`src/design/lmw_pkg.sv`:
```
// ----------------------------------------------------------------------------
// lmw_pkg: shared definitions for the luma median window filter
// Default geometry, field widths, register indexes, the pipeline tag and the
// luma weighting function.
// ----------------------------------------------------------------------------
package lmw_pkg;

  // Default geometry handed to the top level parameters.
  localparam int WIN_W_DEF     = 3;
  localparam int WIN_H_DEF     = 3;
  localparam int MAX_WIDTH_DEF = 2048;

  // Field and register widths.
  localparam int PIX_W  = 32;
  localparam int LUMA_W = 16;
  localparam int FW_W   = 12;
  localparam int FH_W   = 13;
  localparam int CFG_DW = 13;
  localparam int CFG_IW = 1;

  // Register indexes on the configuration port.
  localparam logic [CFG_IW-1:0] REG_FRAME_WIDTH  = 1'b0;
  localparam logic [CFG_IW-1:0] REG_FRAME_HEIGHT = 1'b1;

  // Reset values of the frame geometry registers.
  localparam logic [FW_W-1:0] FRAME_WIDTH_RST  = 12'd640;
  localparam logic [FH_W-1:0] FRAME_HEIGHT_RST = 13'd480;

  // Tag that travels with a column fetch through the pipeline.
  typedef struct packed {
    logic fetch;     // a column is loaded into the window
    logic emit;      // this fetch completes a window that produces a result
    logic interior;  // the output position has a full window around it
    logic last;      // last output pixel of the frame
  } lmw_tag_t;

  // Luma as 77R + 150G + 29B; the largest value, 65280, fits in 16 bits.
  function automatic logic [LUMA_W-1:0] luma_f(input logic [PIX_W-1:0] p);
    logic [LUMA_W-1:0] r;
    logic [LUMA_W-1:0] g;
    logic [LUMA_W-1:0] b;
    r = {8'd0, p[31:24]};
    g = {8'd0, p[23:16]};
    b = {8'd0, p[15:8]};
    return LUMA_W'(16'd77 * r + 16'd150 * g + 16'd29 * b);
  endfunction

endpackage

```
`src/design/lmw_cell.sv`:
```
// ----------------------------------------------------------------------------
// lmw_cell: one window cell
// Holds one window pixel with its luma and passes both to its left neighbor
// whenever a new column shifts into the window.
// ----------------------------------------------------------------------------
module lmw_cell import lmw_pkg::*; (
  input  logic              clk,
  input  logic              shift_en,
  input  logic [PIX_W-1:0]  pix_in,
  input  logic [LUMA_W-1:0] luma_in,
  output logic [PIX_W-1:0]  pix_out,
  output logic [LUMA_W-1:0] luma_out
);

  logic [PIX_W-1:0]  pix_r;
  logic [LUMA_W-1:0] luma_r;

  // Take the neighbor's pixel on a shift, otherwise hold.
  always_ff @(posedge clk) begin
    if (shift_en) begin
      pix_r  <= pix_in;
      luma_r <= luma_in;
    end
  end

  assign pix_out  = pix_r;
  assign luma_out = luma_r;

endmodule

```
`config.mk`:
```
export PLATFORM = sky130hd
export DESIGN_NAME = lmw_cell
export DESIGN_NICKNAME = d
export VERILOG_FILES = /design/src/design/lmw_pkg.sv /design/src/design/lmw_cell.sv
export SDC_FILE = /design/constraint.sdc
export NUM_CORES = 1
export LEC_CHECK = 0
export ABC_AREA = 1
export BUFFER_PORTS_ARGS = -buffer_cell sky130_fd_sc_hd__clkbuf_2
export CELL_PAD_IN_SITES_DETAIL_PLACEMENT = 0
export CELL_PAD_IN_SITES_GLOBAL_PLACEMENT = 1
export CORE_MARGIN = 1
export CORE_UTILIZATION = 32
export CTS_CLUSTER_DIAMETER = 120
export DETAILED_ROUTE_END_ITERATION = 8
export HOLD_SLACK_MARGIN = 0.15
export PLACE_DENSITY_LB_ADDON = 0.1
export SYNTH_ARGS = -nofsm -noshare
export SYNTH_HDL_FRONTEND = slang
export SYNTH_SLANG_ARGS = --single-unit
```
`constraint.sdc`:
```
create_clock -name clk -period 0.8 [get_ports clk]
set_clock_uncertainty 0.05 [all_clocks]
set_input_delay 0.16 -clock clk [delete_from_list [all_inputs] [get_ports clk]]
set_output_delay 0.16 -clock clk [all_outputs]
set_load 0.02 [all_outputs]
```
# == Word-level counts from Yosys, hierarchy flattened ==
# Index checks and enable logic that the tools add are counted.
# word_totals
register_bits,48
word_cells,2

# == Depth between registers and ports, before layout ==
# Gate-level depths: netlist of run 1.
# depth
ltp_word,0
depth_mapped,0
mapped_depth_nobuf,0

# == Worst setup path after synthesis of run 1 ==
# No wires, ideal clock.
# synth_path
kind,flip-flop to output port
start,reg luma_r[0] (netlist: luma_out[0])
end,out luma_out[0]
arrival_time_ns,0.449
t_required_ns,0.590
path_slack_ns,0.141
path_stages_with_launch,1
n_path_buf,0
cell_sequence,edfxtp_1
# synth_lines
element,line,text
"start, declared",lmw_cell.sv:16,logic [LUMA_W-1:0] luma_r;
"start signal, assigned",lmw_cell.sv:22,luma_r <= luma_in;
"end, declared",lmw_cell.sv:12,output logic [LUMA_W-1:0] luma_out
# No word-level cell between the ends.

# == Worst setup path in the final report of run 1 ==
# layout_path
start,reg pix_r[6] (netlist: pix_out[6])
end,out pix_out[6]
# layout_lines
element,line,text
"start, declared",lmw_cell.sv:15,logic [PIX_W-1:0] pix_r;
"start signal, assigned",lmw_cell.sv:21,pix_r <= pix_in;
"end, declared",lmw_cell.sv:11,"output logic [PIX_W-1:0] pix_out,"
# No word-level cell between the ends.

==> flow_summary.ini, run 1 <==
[run_status]
status = finished, violations left
violations = setup timing

[yosys]
synth_area_per_cell_um2 = 30.0
ys_warn_count = 0
synth_xor_area_frac = 0
syn-instance-count = 48
synthSimpleGateAreaFrac = 0
synth.cell_area_um2 = 1440
syn_nets = 98
synth_area_leaders = edfxtp_1 (100%)
synth-seq-area-share = 1.00
synth_top_area_frac = 1.00
synth_compound_area_frac = 0
synth_fa_ha_area_frac = 0
synth_top_cell_by_area = edfxtp_1
ys_ff_latch = 48
synth.area.mux_share = 0
synth.distinct_cells = 1

[grt]
grt_max_degree = 33
grt_pass1_vias = 1082
grt.total_usage = 0.138
antenna_found_initial = 0
grt_pass1_wl_um = 4940
grt_overflow_total = 0

[timing]
rsz0062_at_grt = true
fin_crit_sh = 1.33
hold_violations = 0
max_clock_freq_mhz = 943
worst_slew_pin_slew_ps = 170
fin_crit_ps = 1060
setup-violations-final = 55
max_slew_margin = 0.886
finalMaxSlewViolations = 0
fin_ws_ps = -260

[setup_path]
critical-path-max-stage-delay_ps = 390
critPathArrivalTime_ps = 850
cpMaxStageDelayCell = edfxtp_1
start_kind = register
cp_max_fo = 1
path_cells = buf_2
worstSetupPathType = register to output port
end_kind = output port
path_delay_family = flip-flops
critical_path_buf_inv_count = 1
cp.required_ps = 590

[power]
peakVddDrop_mv = 1.33
leakage_nw = 1.18
p_per_area_nw_per_um2 = 2030
p_total_mw = 5.64

[die]
io_pins = 98
dieArea_um2 = 4780
num_rows = 24
die_h_um = 69.1
die_w_um = 69.1
fp.coreArea_um2 = 4350
start_util = 0.331

[route]
viasPerCell = 4.00
ant_nets = 0
post-route-drc-count = 0
first_pass_iters = 4
num_vias = 1017
drtIter0Drc = 101
avgRoutedWirePerCell_um = 12.0
routed_wl_um = 3060

[hold_path]
hold_end = pix_out[4]
hold_path_depth = 2
hold_path.class = input pin to register
min_from = shift_en

[final_layout]
final_cell_mix = clkbuf_2 (49), dlygate4sd3_1 (48), edfxtp_1 (48)
nets = 251
seq_area_um2 = 1440
fin_util = 0.636
multi_input_gates = 0
multi_input_area_um2 = 0
drive_gt1_frac = 0.515
antenna_cells = 0
syn_to_final_growth_pct = 92.2
nFillCells = 330
final_common_cell = clkbuf_2

[clocking]
clk_path_buf_depth = 2
cts_buffers = 5
cts-root-buf = clkbuf_8
cts_sinks = 48
cts_tree = yes
post_cts_buffers = 0
path_clk_slew_ps = 90
htreeDepth = 2

[place]
gp_congestion = 0.695
port_buffers = 97

[run]
cap_violations = 0
[area by class of cell]
type | count | share of cell area
clock buffer | 5 | 0.0248
clock inverter | 3 | 0.0136
sequential | 48 | 0.520
tap | 52 | 0.0235
timing repair buffer | 146 | 0.418
[through the flow]
stage | hold WS (ps) | setup WS [ps] | instance area [um2] | std cells | setup TNS, ps
5_1_grt | 253 | -317 | 2770 | 254 | -13500
2_1_floorplan | 209 | 141 | 1440 | 48 | 0
3_3_place_gp | 287 | -77.4 | 2030 | 199 | -2610
6_report | 258 | -260 | 2770 | 254 | -11180
4_1_cts | 255 | -273 | 2620 | 255 | -11770
3_5_place_dp | 289 | -95.2 | 2030 | 199 | -3380
[registers in the layout (all words and copies together) (netlist names)]
signal / flops
luma_out: 16
pix_out: 32
[how the worst max path moves through the flow]
stage          depth (start not counted)           to        start
2_1_floorplan                          0  luma_out[0]  luma_out[0]
3_3_place_gp                           2  pix_out[20]     shift_en
3_5_place_dp                           2  pix_out[15]     shift_en
4_1_cts                                1  luma_out[5]  luma_out[5]
5_1_grt                                1  pix_out[27]  pix_out[27]
6_report                               1   pix_out[6]   pix_out[6]
[logic make-up (layout without fill, tap and decap cells)]
kind of cell | Yosys count | in the layout
buf+inv | 0 | 154
flops | 48 | 48
[cells in the mapped netlist]
cell,n
edfxtp_1,48
[per-layer routing]
metal / global-route usage / wire (um)
met5: 0 / 0
met4: 0.0340 / 25
met3: 0.0658 / 240
met2: 0.235 / 1620
met1: 0.156 / 1170
[power breakdown]
group	leakage [nW]	internal (mW)	switching [mW]
logic	0.661	0.491	0.426
registers	0.470	2.99	0.0683
clock network	0.0532	0.910	0.753
[repair_timing]
action,CTS,global route
setup endpoints to repair,48,49
cloned,0,0
hold buffers,48,0
gates resized for setup,0,97
endpoints found under the hold margin,48,0
(Power assumes the default switching activity.)
==> run 2, diff against run 1 <==
==> constraint.sdc (replaced) <==
create_clock -name clk -period 1 [get_ports clk]
set_clock_uncertainty 0.05 [all_clocks]
set_input_delay 0.2 -clock clk [delete_from_list [all_inputs] [get_ports clk]]
set_output_delay 0.2 -clock clk [all_outputs]
set_load 0.02 [all_outputs]
==> flow_summary.ini, run 2 (synthesis gave the netlist of run 1 again) <==
[run_status]
status = finished, violations left
violations = setup timing

[timing]
fin_setup_tns_ps = -3460
finalMaxSlewViolations = 0
max_slew_margin = 0.886
fin_crit_ps = 1100
hold_violations = 0
worst_slew_pin_slew_ps = 170
rsz0062_at_grt = true
fin_ws_ps = -100
fin_crit_sh = 1.10
max_clock_freq_mhz = 909
worst_hold_slack_ps = 298
setup-violations-final = 48

[power]
power_frac_seq = 0.542
p_per_area_nw_per_um2 = 1630
leakage_nw = 1.19
peakVddDrop_mv = 1.07
p_clk_frac = 0.295
internal-power_mw = 3.51
switching_share = 0.222
power_frac_comb = 0.163
switchingPower_mw = 0.999

[clocking]
cts_sinks = 48
htreeDepth = 2
cts_buffers = 5
clk_path_buf_depth = 2
path_clk_slew_ps = 90
post_cts_buffers = 0
cts-root-buf = clkbuf_8
cts_tree = yes

[route]
routed_wl_um = 3070
viasPerCell = 4.01
first_pass_iters = 4
avgRoutedWirePerCell_um = 12.0
num_vias = 1022
ant_nets = 0
post-route-drc-count = 0
drtIter0Drc = 101

[die]
io_pins = 98
num_rows = 24
fp.coreArea_um2 = 4350
dieArea_um2 = 4780
die_h_um = 69.1
die_w_um = 69.1
start_util = 0.331

[grt]
grt_max_degree = 33
grt.total_usage = 0.138
grt_pass1_vias = 1082
grt_pass1_wl_um = 4940
grt_overflow_total = 0
antenna_found_initial = 0

[setup_path]
end_kind = output port
critPathArrivalTime_ps = 850
worstSetupPathType = register to output port
path_cells = buf_2
cp_max_fo = 1
path_delay_family = flip-flops
critical-path-max-stage-delay_ps = 390
critical_path_buf_inv_count = 1
start_kind = register
cp.required_ps = 750
cpMaxStageDelayCell = edfxtp_1

[hold_path]
hold_path_depth = 2
min_from = shift_en
hold_end = pix_out[4]
hold_path.class = input pin to register

[final_layout]
final_common_cell = clkbuf_2
multi_input_area_um2 = 0
final_cell_mix = clkbuf_2 (50), dlygate4sd3_1 (48), edfxtp_1 (48)
stdcell_area_um2 = 2780
fin_util = 0.637
nets = 252
drive_gt1_frac = 0.517
syn_to_final_growth_pct = 92.5
largest_reg_flops = 32
multi_input_gates = 0
antenna_cells = 0

[run]
cap_violations = 0

[place]
placed_cell_area_um2 = 2030
gp_congestion = 0.694
port_buffers = 97
==> run 2: cell type report <==
type                    count  area, um2
fillers                   329       1580
flip-flops and latches     48       1440
repair buffers            147       1160
clock buffers               5       68.8
well taps                  52       65.1
clock inverters             3       37.5
==> run 2: worst max path at each step <==
stage	start	to	slack [ps]	cells past startpoint
6_report	pix_out[6]	pix_out[6]	-100	1
2_1_floorplan	luma_out[0]	luma_out[0]	300	0
4_1_cts	luma_out[5]	luma_out[5]	-110	1
5_1_grt	pix_out[27]	pix_out[27]	-160	1
3_5_place_dp	shift_en	pix_out[15]	60	2
3_3_place_gp	shift_en	pix_out[20]	80	2
==> run 2: timing repair <==
item / 4_1_cts / 5_1_grt
hold buffers: 48 / 0
resized for setup: 0 / 97
pin swaps: 0 / 0
setup endpoints to repair: 48 / 48
endpoints found under the hold margin: 48 / 0
==> run 2: stage by stage <==
stage	power (mW)	setup slack [ps]	std cells
2_1_floorplan	2.69	301	48
3_3_place_gp	2.96	82.6	199
3_5_place_dp	2.97	64.8	199
4_1_cts	4.44	-113	255
5_1_grt	4.72	-157	255
6_report	4.51	-100	255
==> run 2: per-layer routing <==
layer | GRT usage | up-vias | routed length [um]
li1 | - | 502 | -
met1 | 0.156 | 458 | 1180
met2 | 0.235 | 59 | 1620
met3 | 0.0658 | 3 | 240
met4 | 0.0340 | 0 | 25
met5 | 0 | - | 0
==> run 2: power by group through the flow <==
stage / sequential (mW) / clock, mW / combinational (mW)
floorplan: 2.69 / 0 / 0
global placement: 2.47 / 0 / 0.493
detailed placement: 2.47 / 0 / 0.500
CTS: 2.43 / 1.37 / 0.646
global route: 2.46 / 1.48 / 0.780
finish: 2.44 / 1.33 / 0.736
==> run 3, diff against run 2 <==
--- a/config.mk
+++ b/config.mk
@@ -5,10 +5,11 @@
 export SDC_FILE = /design/constraint.sdc
 export NUM_CORES = 1
 export LEC_CHECK = 0
-export ABC_AREA = 1
+export ABC_AREA = 0
 export BUFFER_PORTS_ARGS = -buffer_cell sky130_fd_sc_hd__clkbuf_2
 export CELL_PAD_IN_SITES_DETAIL_PLACEMENT = 0
 export CELL_PAD_IN_SITES_GLOBAL_PLACEMENT = 1
+export CORE_ASPECT_RATIO = 0.75
 export CORE_MARGIN = 1
 export CORE_UTILIZATION = 32
 export CTS_CLUSTER_DIAMETER = 120
==> flow_summary.ini, run 3 (synthesis gave the netlist of run 1 again) <==
[run_status]
status = finished, violations left
violations = setup timing

[clocking]
cts_buffers = 5
post_cts_buffers = 0
htreeDepth = 2
cts_tree = yes
path_clk_slew_ps = 80
cts-root-buf = clkbuf_8
clk_path_buf_depth = 2
cts_sinks = 48

[timing]
fin_crit_sh = 1.10
hold_violations = 0
worst_hold_slack_ps = 319
max_clock_freq_mhz = 907
setup-violations-final = 48
rsz0062_at_grt = true
worst_slew_pin_slew_ps = 132
finalMaxSlewViolations = 0
fin_ws_ps = -103
fin_crit_ps = 1100
max_slew_margin = 0.912

[hold_path]
hold_end = luma_out[14]
hold_path_depth = 2
min_from = shift_en
hold_path.class = input pin to register

[route]
num_vias = 1007
viasPerCell = 3.90
first_pass_iters = 4
drtIter0Drc = 45
post-route-drc-count = 0
routed_wl_um = 3190
ant_nets = 0
avgRoutedWirePerCell_um = 12.4

[die]
num_rows = 20
fp.coreArea_um2 = 4180
io_pins = 98
start_util = 0.345
die_w_um = 79.5
dieArea_um2 = 4780
die_h_um = 60.1

[setup_path]
critical_path_buf_inv_count = 1
path_cells = buf_6
critPathArrivalTime_ps = 850
end_kind = output port
cp.required_ps = 750
cpMaxStageDelayCell = edfxtp_1
cp_max_fo = 1
path_delay_family = flip-flops
critical-path-max-stage-delay_ps = 410
worstSetupPathType = register to output port
start_kind = register

[final_layout]
antenna_cells = 0
nets = 252
final_cell_mix = clkbuf_2 (50), dlygate4sd3_1 (48), edfxtp_1 (48)
largest_reg_flops = 32
instances_no_fill = 258
final_common_cell = clkbuf_2
multi_input_area_um2 = 0
fin_util = 0.659
multi_input_gates = 0
drive_gt1_frac = 0.527
syn_to_final_growth_pct = 91.0

[place]
port_buffers = 97
place_inst = 202
gp_congestion = 0.597
post-place-ws_ps = 106

[power]
p_per_area_nw_per_um2 = 1640
leakage_nw = 1.18
peakVddDrop_mv = 1.01

[grt]
use_met3 = 0.0580
grt_max_degree = 26
grt_overflow_total = 0
grt_pass1_wl_um = 4290
grt_busiest_layer = met2
use_met1 = 0.131
grt_pass1_vias = 977
grt_use_met2 = 0.232
antenna_found_initial = 0
grt.total_usage = 0.131

[run]
cap_violations = 0
run 3: worst max path at each step:
stage,slack [ps],startpoint,cells after the start,to
floorplan,300,luma_out[0],0,luma_out[0]
CTS,-120,pix_out[20],1,pix_out[20]
global placement,110,shift_en,2,pix_out[0]
finish,-100,pix_out[6],1,pix_out[6]
global route,-150,pix_out[6],1,pix_out[6]
detailed placement,110,shift_en,2,pix_out[13]
run 3: area by class of cell:
cell class	instances	area, um2
Sequential cell	48	1440
Fill cell	293	1430
Timing Repair Buffer	147	1130
Clock buffer	5	68.8
Tap cell	55	68.8
Clock inverter	3	42.5
run 3: where the power goes:
part / switching (mW) / leakage [nW] / total (mW) / internal (mW)
sequential: 0.0498 / 0.470 / 2.44 / 2.39
clock: 0.607 / 0.0541 / 1.35 / 0.739
combinational: 0.345 / 0.654 / 0.721 / 0.376
run 3: timing repair:
item / 4_1_cts / 5_1_grt
hold endpoints to repair: 48 / 0
hold buffers: 48 / 0
gates resized for setup: 0 / 88
endpoints found under the setup margin: 48 / 48
run 3: through the flow:
step / setup TNS [ps] / cell area, um2 / total power, mW
floorplan: 0 / 1440 / 2.69
CTS: -4330 / 2630 / 4.47
finish: -3540 / 2750 / 4.51
detailed placement: 0 / 2040 / 2.97
global route: -5370 / 2750 / 4.68
global placement: 0 / 2040 / 2.96
run 3: routing by layer:
| layer | vias to the layer above | wire, um | part of all wire |
|---|---|---|---|
| met5 | - | 0 | 0 |
| met4 | 0 | 38 | 0.012 |
| met3 | 6 | 320 | 0.10 |
| met2 | 58 | 1720 | 0.54 |
| met1 | 443 | 1120 | 0.35 |
| li1 | 500 | - | - |
