<file path="src/design/lmw_pkg.sv">
// ----------------------------------------------------------------------------
// lmw_pkg: shared definitions for the luma median window filter
// Default geometry, field widths, register indexes, the pipeline tag and the
// luma weighting function.
// ----------------------------------------------------------------------------
package lmw_pkg;

  // Default geometry handed to the top level parameters.
  localparam int WIN_W_DEF     = 3;
  localparam int WIN_H_DEF     = 3;
  localparam int MAX_WIDTH_DEF = 2048;

  // Field and register widths.
  localparam int PIX_W  = 32;
  localparam int LUMA_W = 16;
  localparam int FW_W   = 12;
  localparam int FH_W   = 13;
  localparam int CFG_DW = 13;
  localparam int CFG_IW = 1;

  // Register indexes on the configuration port.
  localparam logic [CFG_IW-1:0] REG_FRAME_WIDTH  = 1'b0;
  localparam logic [CFG_IW-1:0] REG_FRAME_HEIGHT = 1'b1;

  // Reset values of the frame geometry registers.
  localparam logic [FW_W-1:0] FRAME_WIDTH_RST  = 12'd640;
  localparam logic [FH_W-1:0] FRAME_HEIGHT_RST = 13'd480;

  // Tag that travels with a column fetch through the pipeline.
  typedef struct packed {
    logic fetch;     // a column is loaded into the window
    logic emit;      // this fetch completes a window that produces a result
    logic interior;  // the output position has a full window around it
    logic last;      // last output pixel of the frame
  } lmw_tag_t;

  // Luma as 77R + 150G + 29B; the largest value, 65280, fits in 16 bits.
  function automatic logic [LUMA_W-1:0] luma_f(input logic [PIX_W-1:0] p);
    logic [LUMA_W-1:0] r;
    logic [LUMA_W-1:0] g;
    logic [LUMA_W-1:0] b;
    r = {8'd0, p[31:24]};
    g = {8'd0, p[23:16]};
    b = {8'd0, p[15:8]};
    return LUMA_W'(16'd77 * r + 16'd150 * g + 16'd29 * b);
  endfunction

endpackage

</file>
<file path="src/design/lmw_rank.sv">
// ----------------------------------------------------------------------------
// lmw_rank: stable rank selection over the window
// Registers the pairwise luma ordering of all window cells, then picks the
// cell whose stable rank equals the middle rank, or the center pixel on a
// border position.
// ----------------------------------------------------------------------------
module lmw_rank import lmw_pkg::*; #(
  parameter int N      = 9,
  parameter int TARGET = 4,
  parameter int CENTER = 4
) (
  input  logic                         clk,
  input  logic                         rst_n,
  input  logic                         adv,
  input  lmw_tag_t                     tag_in,
  input  logic [N-1:0][PIX_W-1:0]      pix,
  input  logic [N-1:0][LUMA_W-1:0]     luma,
  output lmw_tag_t                     tag_out,
  output logic [PIX_W-1:0]             pix_out
);

  localparam int RK_W = $clog2(N + 1);

  logic [N-1:0][N-1:0]    ahead_nxt;
  logic [N-1:0][N-1:0]    ahead_r;
  logic [N-1:0][PIX_W-1:0] pix_r;
  lmw_tag_t               tag_r;
  logic [PIX_W-1:0]       sel;

  // Cell j ranks ahead of cell i if its luma is lower, or equal and earlier.
  always_comb begin
    for (int i = 0; i < N; i++) begin
      for (int j = 0; j < N; j++) begin
        if (j == i) begin
          ahead_nxt[i][j] = 1'b0;
        end else begin
          ahead_nxt[i][j] = (luma[j] < luma[i]) || ((luma[j] == luma[i]) && (j < i));
        end
      end
    end
  end

  // Comparison stage register.
  always_ff @(posedge clk) begin
    if (!rst_n) begin
      tag_r <= '0;
    end else if (adv) begin
      tag_r <= tag_in;
    end
  end

  always_ff @(posedge clk) begin
    if (adv) begin
      ahead_r <= ahead_nxt;
      pix_r   <= pix;
    end
  end

  // Count each cell's rank and select the one at the middle rank.
  always_comb begin
    logic [RK_W-1:0] cnt;
    sel = pix_r[CENTER];
    for (int i = 0; i < N; i++) begin
      cnt = '0;
      for (int j = 0; j < N; j++) begin
        cnt = cnt + RK_W'(ahead_r[i][j]);
      end
      if (tag_r.interior && (cnt == RK_W'(TARGET))) begin
        sel = pix_r[i];
      end
    end
  end

  assign tag_out = tag_r;
  assign pix_out = sel;

endmodule

</file>
<file path="config.mk">
export PLATFORM = sky130hd
export DESIGN_NAME = lmw_rank
export DESIGN_NICKNAME = d
export VERILOG_FILES = /design/src/design/lmw_pkg.sv /design/src/design/lmw_rank.sv
export SDC_FILE = /design/constraint.sdc
export NUM_CORES = 1
export LEC_CHECK = 0
export ABC_AREA = 1
export BUFFER_PORTS_ARGS = -buffer_cell sky130_fd_sc_hd__buf_2
export CAP_MARGIN = 30
export CORE_MARGIN = 1
export CORE_UTILIZATION = 50
export DETAILED_ROUTE_END_ITERATION = 10
export PLACE_DENSITY = 0.72
export SKIP_LAST_GASP = 1
export SLEW_MARGIN = 10
export SYNTH_ARGS = -nofsm -noshare
export SYNTH_HDL_FRONTEND = slang
export SYNTH_SLANG_ARGS = --single-unit
export TNS_END_PERCENT = 20
</file>
<file path="constraint.sdc">
create_clock -name clk -period 6.6 [get_ports clk]
set_input_delay 0.99 -clock clk [delete_from_list [all_inputs] [get_ports clk]]
set_output_delay 0.99 -clock clk [all_outputs]
set_load 0.05 [all_outputs]
</file>
**Word-level counts from Yosys, hierarchy flattened**

Cells that the tools add are included.
Widths: inputs -> output; s select.

- Order comparisons: 72
- Muxes and demuxes: 9
- Reductions and logical operators: 45
- $add $sub $neg: 63
- Equal/unequal tests: 45

Operator list:

| cell | number |
|---|---|
| $lt 16x16->1 | 72 |
| $eq 16x16->1 | 36 |
| $mux 32 | 9 |
| $add 4x1->4 | 50 |
| $eq 4x3->1 const B | 9 |
| $logic_or 1x1->1 | 36 |
| $add 1x1->2 | 9 |
| $logic_and 1x1->1 | 9 |
| $add 3x1->4 | 2 |
| $add 2x1->3 | 2 |

- Flip-flop bits (word level): 364
- Input bits: 439
- Logic and storage cells: 256
- Output and inout port bits: 36

**Depth between registers and ports, before layout**

Gate-level depths: netlist of the first run.

- Depth after elaboration: 18
- Gate-level depth with buffers: 20
- Mapped depth without buffers: 19

**Worst setup path before layout of the first run**

No wires, ideal clock.

- Path kind: register to output
- Start point: register ahead_r[3] (netlist bit)
- End point: output port pix_out[10]
- Arrival time: 3.551 ns
- Data required time: 5.610 ns
- Cell stages (with the launch flop): 19
- Path buffers: 1
- Path slack: 2.059 ns
- Cells stage by stage: edfxtp_1 -> fa_1 -> fa_1 -> inv_1 -> fa_1 -> fa_1 -> nand3_2 -> nor2_4 -> buf_2 -> nand3_1 -> nand3_1 -> nand3_1 -> nand2_1 -> nand2_1 -> nand2_1 -> nand2_1 -> nand2_1 -> nand2_1 -> nand2_1

- Longest elaborated chain between the ends: 17

RTL lines:

| what | line | RTL |
|---|---|---|
| from (decl) | lmw_rank.sv:25 | `logic [N-1:0][N-1:0] ahead_r;` |
| from (signal assigned) | lmw_rank.sv:54 | `ahead_r <= ahead_nxt;` |
| $add 2x1->3 | lmw_rank.sv:66 | `cnt = cnt + RK_W'(ahead_r[i][j]);` |
| $add 3x1->4 | lmw_rank.sv:66 |  |
| $add 4x1->4 (4 in series) | lmw_rank.sv:66 |  |
| $eq 4x3->1 | lmw_rank.sv:68 | `if (tag_r.interior && (cnt == RK_W'(TARGET))) begin` |
| $logic_and 1x1->1 | lmw_rank.sv:68 |  |
| $mux 32 (9 in series) | lmw_rank.sv:68 |  |
| to (decl) | lmw_rank.sv:19 | `output logic [PIX_W-1:0] pix_out` |

No other way between the ends.

**Worst setup path after layout of the first run**

- Start point: register ahead_r[42] (netlist bit)
- End point: output port pix_out[29]

- Longest elaborated chain between the ends: 10

RTL lines:

| what | line |
|---|---|
| $add 4x1->4 (3 in series) | lmw_rank.sv:66 |
| $eq 4x3->1 | lmw_rank.sv:68 |
| $logic_and 1x1->1 | lmw_rank.sv:68 |
| $mux 32 (5 in series) | lmw_rank.sv:68 |

No other way between the ends.

==> run_results.csv, run 1 <==
group,metric,value,unit
logic_synthesis,synth-seq-area-share,0.3669,
cts,clkLatencyLatePin,0.56,ns
critical_path,crit_arrival,5.10,ns
floorplan,ios,475,
logic_synthesis,async_flop_share,0,
sta,period_share,0.9226,
logic_synthesis,synth_area_leaders,"edfxtp_1, ha_1, nand2_1, inv_1, a21oi_1",
power_and_ir_drop,irDropWorstVdd,0.2757,mV
logic_synthesis,synth_top_cell_area_share,0.3642,
power_and_ir_drop,cellInternalPower,5.169,mW
power_and_ir_drop,leakage,17.21,nW
sta,rsz0062_at_grt,"false",
routing,vias,26322,
cts,numCtsBuffers,39,
placement,dpl_cell_area,32920,um2
critical_path,endpoint_kind,"output pin",
logic_synthesis,synthFlopType,"edfxtp_1",
critical_path,crit_path_start,"ahead_r[42]",
power_and_ir_drop,switching_share,0.4142,
sta,slew_headroom,0.3130,
floorplan,start_util,0.5105,
worst_hold_path,hp-start,"tag_out[3]",
global_route,grt_max_degree,163,
sta,period_needed,6.089,ns
layout,drive_above_1_share,0.1480,
sta,skew,0,ns
logic_synthesis,synthCells,3368,
logic_synthesis,synth_area_per_cell,8.812,um2
cts,h-tree-depth,2,
cts,post-cts-setup-buffer-count,0,
power_and_ir_drop,power_switching,3.654,mW
cts,hold_buffers,0,
logic_synthesis,syn_area,29680,um2
logic_synthesis,yosysUniqueCellTypes,53,
global_route,grt_pass1_wl,144900,um
sta,fmax,164.2,MHz
worst_hold_path,worstHoldPathType,"flop to flop",
placement,hpwl,78040,um
run,maxCapViolations,0,
routing,drt-pass1-iter-count,6,
placement,portBuffers,474,
logic_synthesis,syn-num-nets,4446,
sta,slew_viol_final,0,
floorplan,die_area,60330,um2
global_route,grt.overflow.total,0,
routing,ant_nets,0,
sta,setup_viol,0,
cts,cts-root-buf,"clkbuf_16",
cts,clock_sinks,364,
cts,clock_path_buffers,3,
floorplan,core-area,58140,um2
floorplan,die_x,245.6,um
critical_path,start_kind,"flop",
logic_synthesis,ys_warn_count,0,
global_route,grt_antenna_before_repair,33,
cts,cts_tree,"done",
critical_path,r2r_start,"tag_out[1]",
logic_synthesis,synth_edf_count,360,
cts,clk_pin_slew,0.06,ns
routing,viasPerCell,5.644,
global_route,grt_usage,0.3230,
layout,syn_to_final_growth,15.43,%
logic_synthesis,yosys_register_bits,364,
power_and_ir_drop,combPwrFrac,0.427,
layout,nNetsFinal,4919,
critical_path,cp.required,5.61,ns
power_and_ir_drop,powerDensity,257.6,nW/um2
floorplan,die_h,245.6,um
sta,tightestPinTransition,1.030,ns
routing,remaining_drc_errors,0,
routing,routed_wl,99910,um
placement,finalWeightedCongestion,0.9706,
routing,first_iter_violations,2174,
critical_path,crit_path_max_fanout,48,
run_status,outcome,"complete, no violations",
power_and_ir_drop,seqPwrFrac,0.324,
global_route,grt_pass1_vias,24807,
power_and_ir_drop,pwr-share-clk,0.249,
layout,postLayoutCellArea,34260,um2
logic_synthesis,synth_top_cell_by_area,"edfxtp_1",
sta,setup_tns,0,ns
sta,timing.final.hold_violations,0,
critical_path,criticalPathCategory,"flop to output pin",
routing,wire_per_inst,21.42,um
cts,ctsResizeCount,0,
floorplan,num_rows,88,
==> cell type report <==
class,count,area [um2]
Fill cell,5144,23880
Clock inverter,19,187.7
Sequential cell,364,10890
Tap cell,765,957.2
Antenna cell,27,67.56
Inverter,591,2221
Timing Repair Buffer,493,2542
Multi-Input combinational cell,2352,16320
Clock buffer,53,1071
==> critical path, cell delays in order, from the launching register on <==
cell and delay [ns]:
edfxtp_1 0.38, inv_1 0.09, fa_1 0.45, fa_1 0.53, inv_1 0.05, fa_1 0.40
fa_1 0.45, nor3_2 0.25, nand4_4 0.63, buf_4 0.46, o21ai_0 0.17, inv_1 0.06
nand2_1 0.06, nand2_1 0.06, nand2_1 0.08, nand2_1 0.07, nand2_1 0.06, buf_2 0.26
==> Yosys cell counts, types with 3 or more instances <==
cell	instances
edfxtp_1	360
inv_2	3
nor4b_1	4
a31o_2	4
o21a_1	9
nor4_1	12
o211a_1	5
a221oi_1	4
nand4_1	62
o211ai_1	11
or2_2	4
a21oi_1	256
nand3_1	204
inv_1	587
nor3_1	35
ha_1	603
o221ai_1	13
a31oi_1	3
a21o_1	3
nand2_1	723
nor2_1	82
a211oi_1	10
dfxtp_1	4
fa_1	36
o21ai_1	34
buf_4	3
o21ai_0	200
a21boi_0	7
xor2_1	3
buf_2	25
clkbuf_1	30
==> sequential cells by signal (all words and copies together), names as in the netlist <==
| signal | count |
|---|---|
| tag_out | 4 |
| pix_r | 288 |
| ahead_r | 72 |
==> power groups by stage <==
stage	sequential (mW)	combinational [mW]	clock [mW]
after global placement	2.90	3.62	0
after CTS	2.86	3.74	2.22
after detailed placement	2.90	3.71	0
final	2.86	3.77	2.20
after floorplan	2.88	2.57	0
after global routing	2.87	4.14	2.30
==> path summary, 6_finish.rpt <==
| check | to | slack (ns) | cells after the start |
|---|---|---|---|
| hold reg to reg | tag_out[3] | 0.50 | 2 |
| setup / recovery | pix_out[29] | 0.51 | 17 |
| hold / removal | tag_out[3] | 0.50 | 2 |
| setup reg to reg | tag_out[1] | 5.51 | 2 |
==> placed cells by master (no fill, tap or decap), types with 6 or more instances in the layout <==
| cell | netlist | final |
|---|---|---|
| nand2_1 | 723 | 723 |
| ha_1 | 603 | 603 |
| inv_1 | 587 | 587 |
| buf_2 | 25 | 474 |
| edfxtp_1 | 360 | 360 |
| a21oi_1 | 256 | 256 |
| nand3_1 | 204 | 203 |
| o21ai_0 | 200 | 200 |
| nor2_1 | 82 | 82 |
| nand4_1 | 62 | 62 |
| clkbuf_16 | 0 | 41 |
| fa_1 | 36 | 36 |
| nor3_1 | 35 | 35 |
| o21ai_1 | 34 | 34 |
| diode_2 | 0 | 27 |
| buf_4 | 3 | 15 |
| o221ai_1 | 13 | 13 |
| nor4_1 | 12 | 12 |
| clkbuf_1 | 30 | 12 |
| o211ai_1 | 11 | 11 |
| a211oi_1 | 10 | 10 |
| o21a_1 | 9 | 9 |
| a21boi_0 | 7 | 7 |
| clkinv_2 | 0 | 6 |
| clkinv_1 | 0 | 6 |
==> cells by family (layout without fill, tap and decap cells) <==
family	after synthesis	after routing	share of synthesized area
simple gates	1142	1142	0.1648
flops	364	364	0.3669
buf+inv	652	1156	0.08423
xor+xnor	3	3	0.0008855
fa+ha+maj	639	639	0.2785
compound gates	568	568	0.1047
other cells	0	27	0
==> metrics by stage <==
| step | hold WS, ns | setup slack, ns | util | cells | total power, mW |
|---|---|---|---|---|---|
| 6_report | 0.4970 | 0.5108 | 0.5893 | 4664 | 8.824 |
| 5_1_grt | 0.5728 | 0.2843 | 0.5886 | 4650 | 9.320 |
| 4_1_cts | 0.5026 | 0.5320 | 0.5880 | 4636 | 8.808 |
| 3_5_place_dp | 0.4886 | 1.172 | 0.5663 | 4564 | 6.612 |
| 3_3_place_gp | 0.4756 | 1.282 | 0.5660 | 4562 | 6.517 |
| 2_1_floorplan | 0.7459 | 2.059 | - | 3368 | 5.451 |
==> layer usage <==
layer / share of wire / vias up / track usage
met1: 0.39 / 12280 / 0.4082
met4: 0.052 / 24 / 0.1653
met5: 0.0018 / - / 0
li1: - / 12542 / -
met3: 0.095 / 251 / 0.06090
met2: 0.46 / 1225 / 0.5258
(Power assumes the default switching activity.)
==> inputs of run 2 (changes only) <==
--- a/config.mk
+++ b/config.mk
@@ -8,6 +8,7 @@
 export ABC_AREA = 1
 export BUFFER_PORTS_ARGS = -buffer_cell sky130_fd_sc_hd__buf_2
 export CAP_MARGIN = 30
+export CORE_ASPECT_RATIO = 2
 export CORE_MARGIN = 1
 export CORE_UTILIZATION = 50
 export DETAILED_ROUTE_END_ITERATION = 10
==> run 2 against run 1 <==
Compared with the run above: die area rose by 0.10%; clock power down 19%; clock-buffer cell count shrank 15; sequential cell count unchanged; first-iteration DRC count down 21%; combinational power rose by 5.6%; worst hold slack gained 0.0093 ns; sequential share of layout area grew 0.30 points; non-clock buffer count rose by 7; highest routed layer unchanged.
==> run_results.csv, run 2 (synthesis gave the netlist of run 1 again) <==
group,metric,value,unit
critical_path,crit_path_max_fanout,32,
routing,remaining_drc_errors,0,
critical_path,regToRegEndpoint,"tag_out[1]",
critical_path,start_kind,"flop",
sta,period_share,0.9300,
layout,drive_above_1_share,0.1462,
global_route,grt_pass1_vias,26162,
global_route,grt_max_degree,99,
worst_hold_path,worstHoldPathType,"flop to flop",
global_route,grt_usage,0.3759,
power_and_ir_drop,leakage,17.07,nW
run,maxCapViolations,0,
routing,wl_met1,33670,um
sta,setup_tns,0,ns
cts,clock_path_buffers,3,
sta,slew_headroom,0.3439,
placement,finalWeightedCongestion,1.050,
cts,clkLatencyLatePin,0.59,ns
global_route,grt_antenna_before_repair,32,
floorplan,die_x,174.3,um
layout,seq_area,10890,um2
floorplan,start_util,0.5047,
cts,numCtsBuffers,29,
layout,num-fill-cells,5367,
placement,hpwl,93100,um
cts,h-tree-depth,1,
cts,clock_sinks,364,
routing,routed_wl,113700,um
sta,slew_viol_final,0,
layout,syn_to_final_growth,14.36,%
floorplan,die_h,346.6,um
routing,wire_per_inst,24.47,um
floorplan,num_rows,126,
layout,top_register,"pix_r",
critical_path,rrSetupSlack,5.42,ns
layout,multi_input_area,16310,um2
worst_hold_path,hold-path-endpoint,"tag_out[0]",
worst_hold_path,hp-start,"tag_out[0]",
critical_path,cp.required,5.61,ns
global_route,grt.overflow.total,0,
sta,tightestPinTransition,0.9755,ns
floorplan,ios,475,
routing,drt-pass1-iter-count,5,
cts,clk_pin_slew,0.07,ns
layout,nNetsFinal,4916,
cts,cts_tree,"done",
sta,setup_viol,0,
routing,met2_wirelength,56350,um
worst_hold_path,min_path_cells,2,
routing,met3_length,9007,um
sta,period_needed,6.138,ns
critical_path,criticalPathCategory,"flop to output pin",
routing,viasPerCell,5.616,
run_status,outcome,"complete, no violations",
cts,post-cts-setup-buffer-count,0,
floorplan,die_area,60400,um2
cts,ctsResizeCount,0,
floorplan,core-area,58800,um2
layout,largest_reg_flops,288,
routing,vias,26105,
power_and_ir_drop,powerDensity,254.0,nW/um2
sta,fmax,162.9,MHz
sta,rsz0062_at_grt,"false",
layout,final_cell_mix,"nand2_1, ha_1, inv_1",
global_route,grt_pass1_wl,162400,um
routing,top_layer,"met5",
placement,portBuffers,474,
critical_path,crit_arrival,5.15,ns
routing,first_iter_violations,1708,
sta,timing.final.hold_violations,0,
routing,ant_nets,0,
cts,hold_buffers,0,
critical_path,endpoint_kind,"output pin",
sta,skew,0,ns
cts,cts-root-buf,"clkbuf_16",
critical_path,r2r_start,"tag_out[1]",
layout,utilization,0.5772,
critical_path,reg2regPathDepth,3,
power_and_ir_drop,irDropWorstVdd,0.3090,mV
layout,final_common_cell,"nand2_1",
[run 2: final cells by class]
| class | count | share of cell area |
|---|---|---|
| Antenna cell | 22 | 0.001622 |
| Clock buffer | 38 | 0.02238 |
| Clock inverter | 13 | 0.004424 |
| Inverter | 591 | 0.06544 |
| Multi-Input combinational cell | 2352 | 0.4805 |
| Sequential cell | 364 | 0.3209 |
| Tap cell | 768 | 0.02831 |
| Timing Repair Buffer | 500 | 0.07638 |
[run 2: power by group]
part	total (mW)	switching, mW	internal [mW]	leakage [nW]
Combinational	3.98	2.85	1.13	13.1
Clock	1.78	0.846	0.931	0.440
Sequential	2.86	0.0894	2.78	3.56
[run 2: how the worst max path moves through the flow]
stage | start | endpoint | slack (ns) | cells after the start
finish | ahead_r[3] | pix_out[26] | 0.46 | 19
global route | ahead_r[33] | pix_out[4] | 0.24 | 19
CTS | ahead_r[31] | pix_out[12] | 0.43 | 19
detailed placement | ahead_r[3] | pix_out[23] | 1.07 | 19
global placement | ahead_r[31] | pix_out[3] | 1.15 | 19
floorplan | ahead_r[3] | pix_out[10] | 2.06 | 18
[run 2: per-stage QoR]
step	hold WS (ns)	instances	cell area [um2]	worst slack, ns	power (mW)
after floorplan	0.7459	3368	29680	2.059	5.451
after global placement	0.4788	4573	32960	1.145	6.795
after detailed placement	0.4922	4574	32960	1.072	6.869
after CTS	0.5101	4625	33870	0.4281	8.629
after global routing	0.5281	4630	33900	0.2374	9.086
final	0.5062	4648	33940	0.4620	8.620
[run 2: metal layers]
layer / global-route usage / vias up
li1: - / 12514
met1: 0.3304 / 11902
met2: 0.6687 / 1185
met3: 0.08256 / 486
met4: 0.4074 / 18
met5: 0 / -
[run 2: worst max-delay path, cell delays in order (launching register included)]
cell and delay, ns:
edfxtp_1 0.41, fa_1 0.52, fa_1 0.52, inv_1 0.05
fa_1 0.40, fa_1 0.40, nand2_1 0.64, nand2_1 0.11
buf_4 0.29, nand2_1 0.10, nand3_1 0.06, nand3_1 0.09
nand2_1 0.05, nand2_1 0.11, nand2_1 0.21, nand2_1 0.13
nand2_1 0.10, nand2_1 0.08, nand2_1 0.04, buf_2 0.20
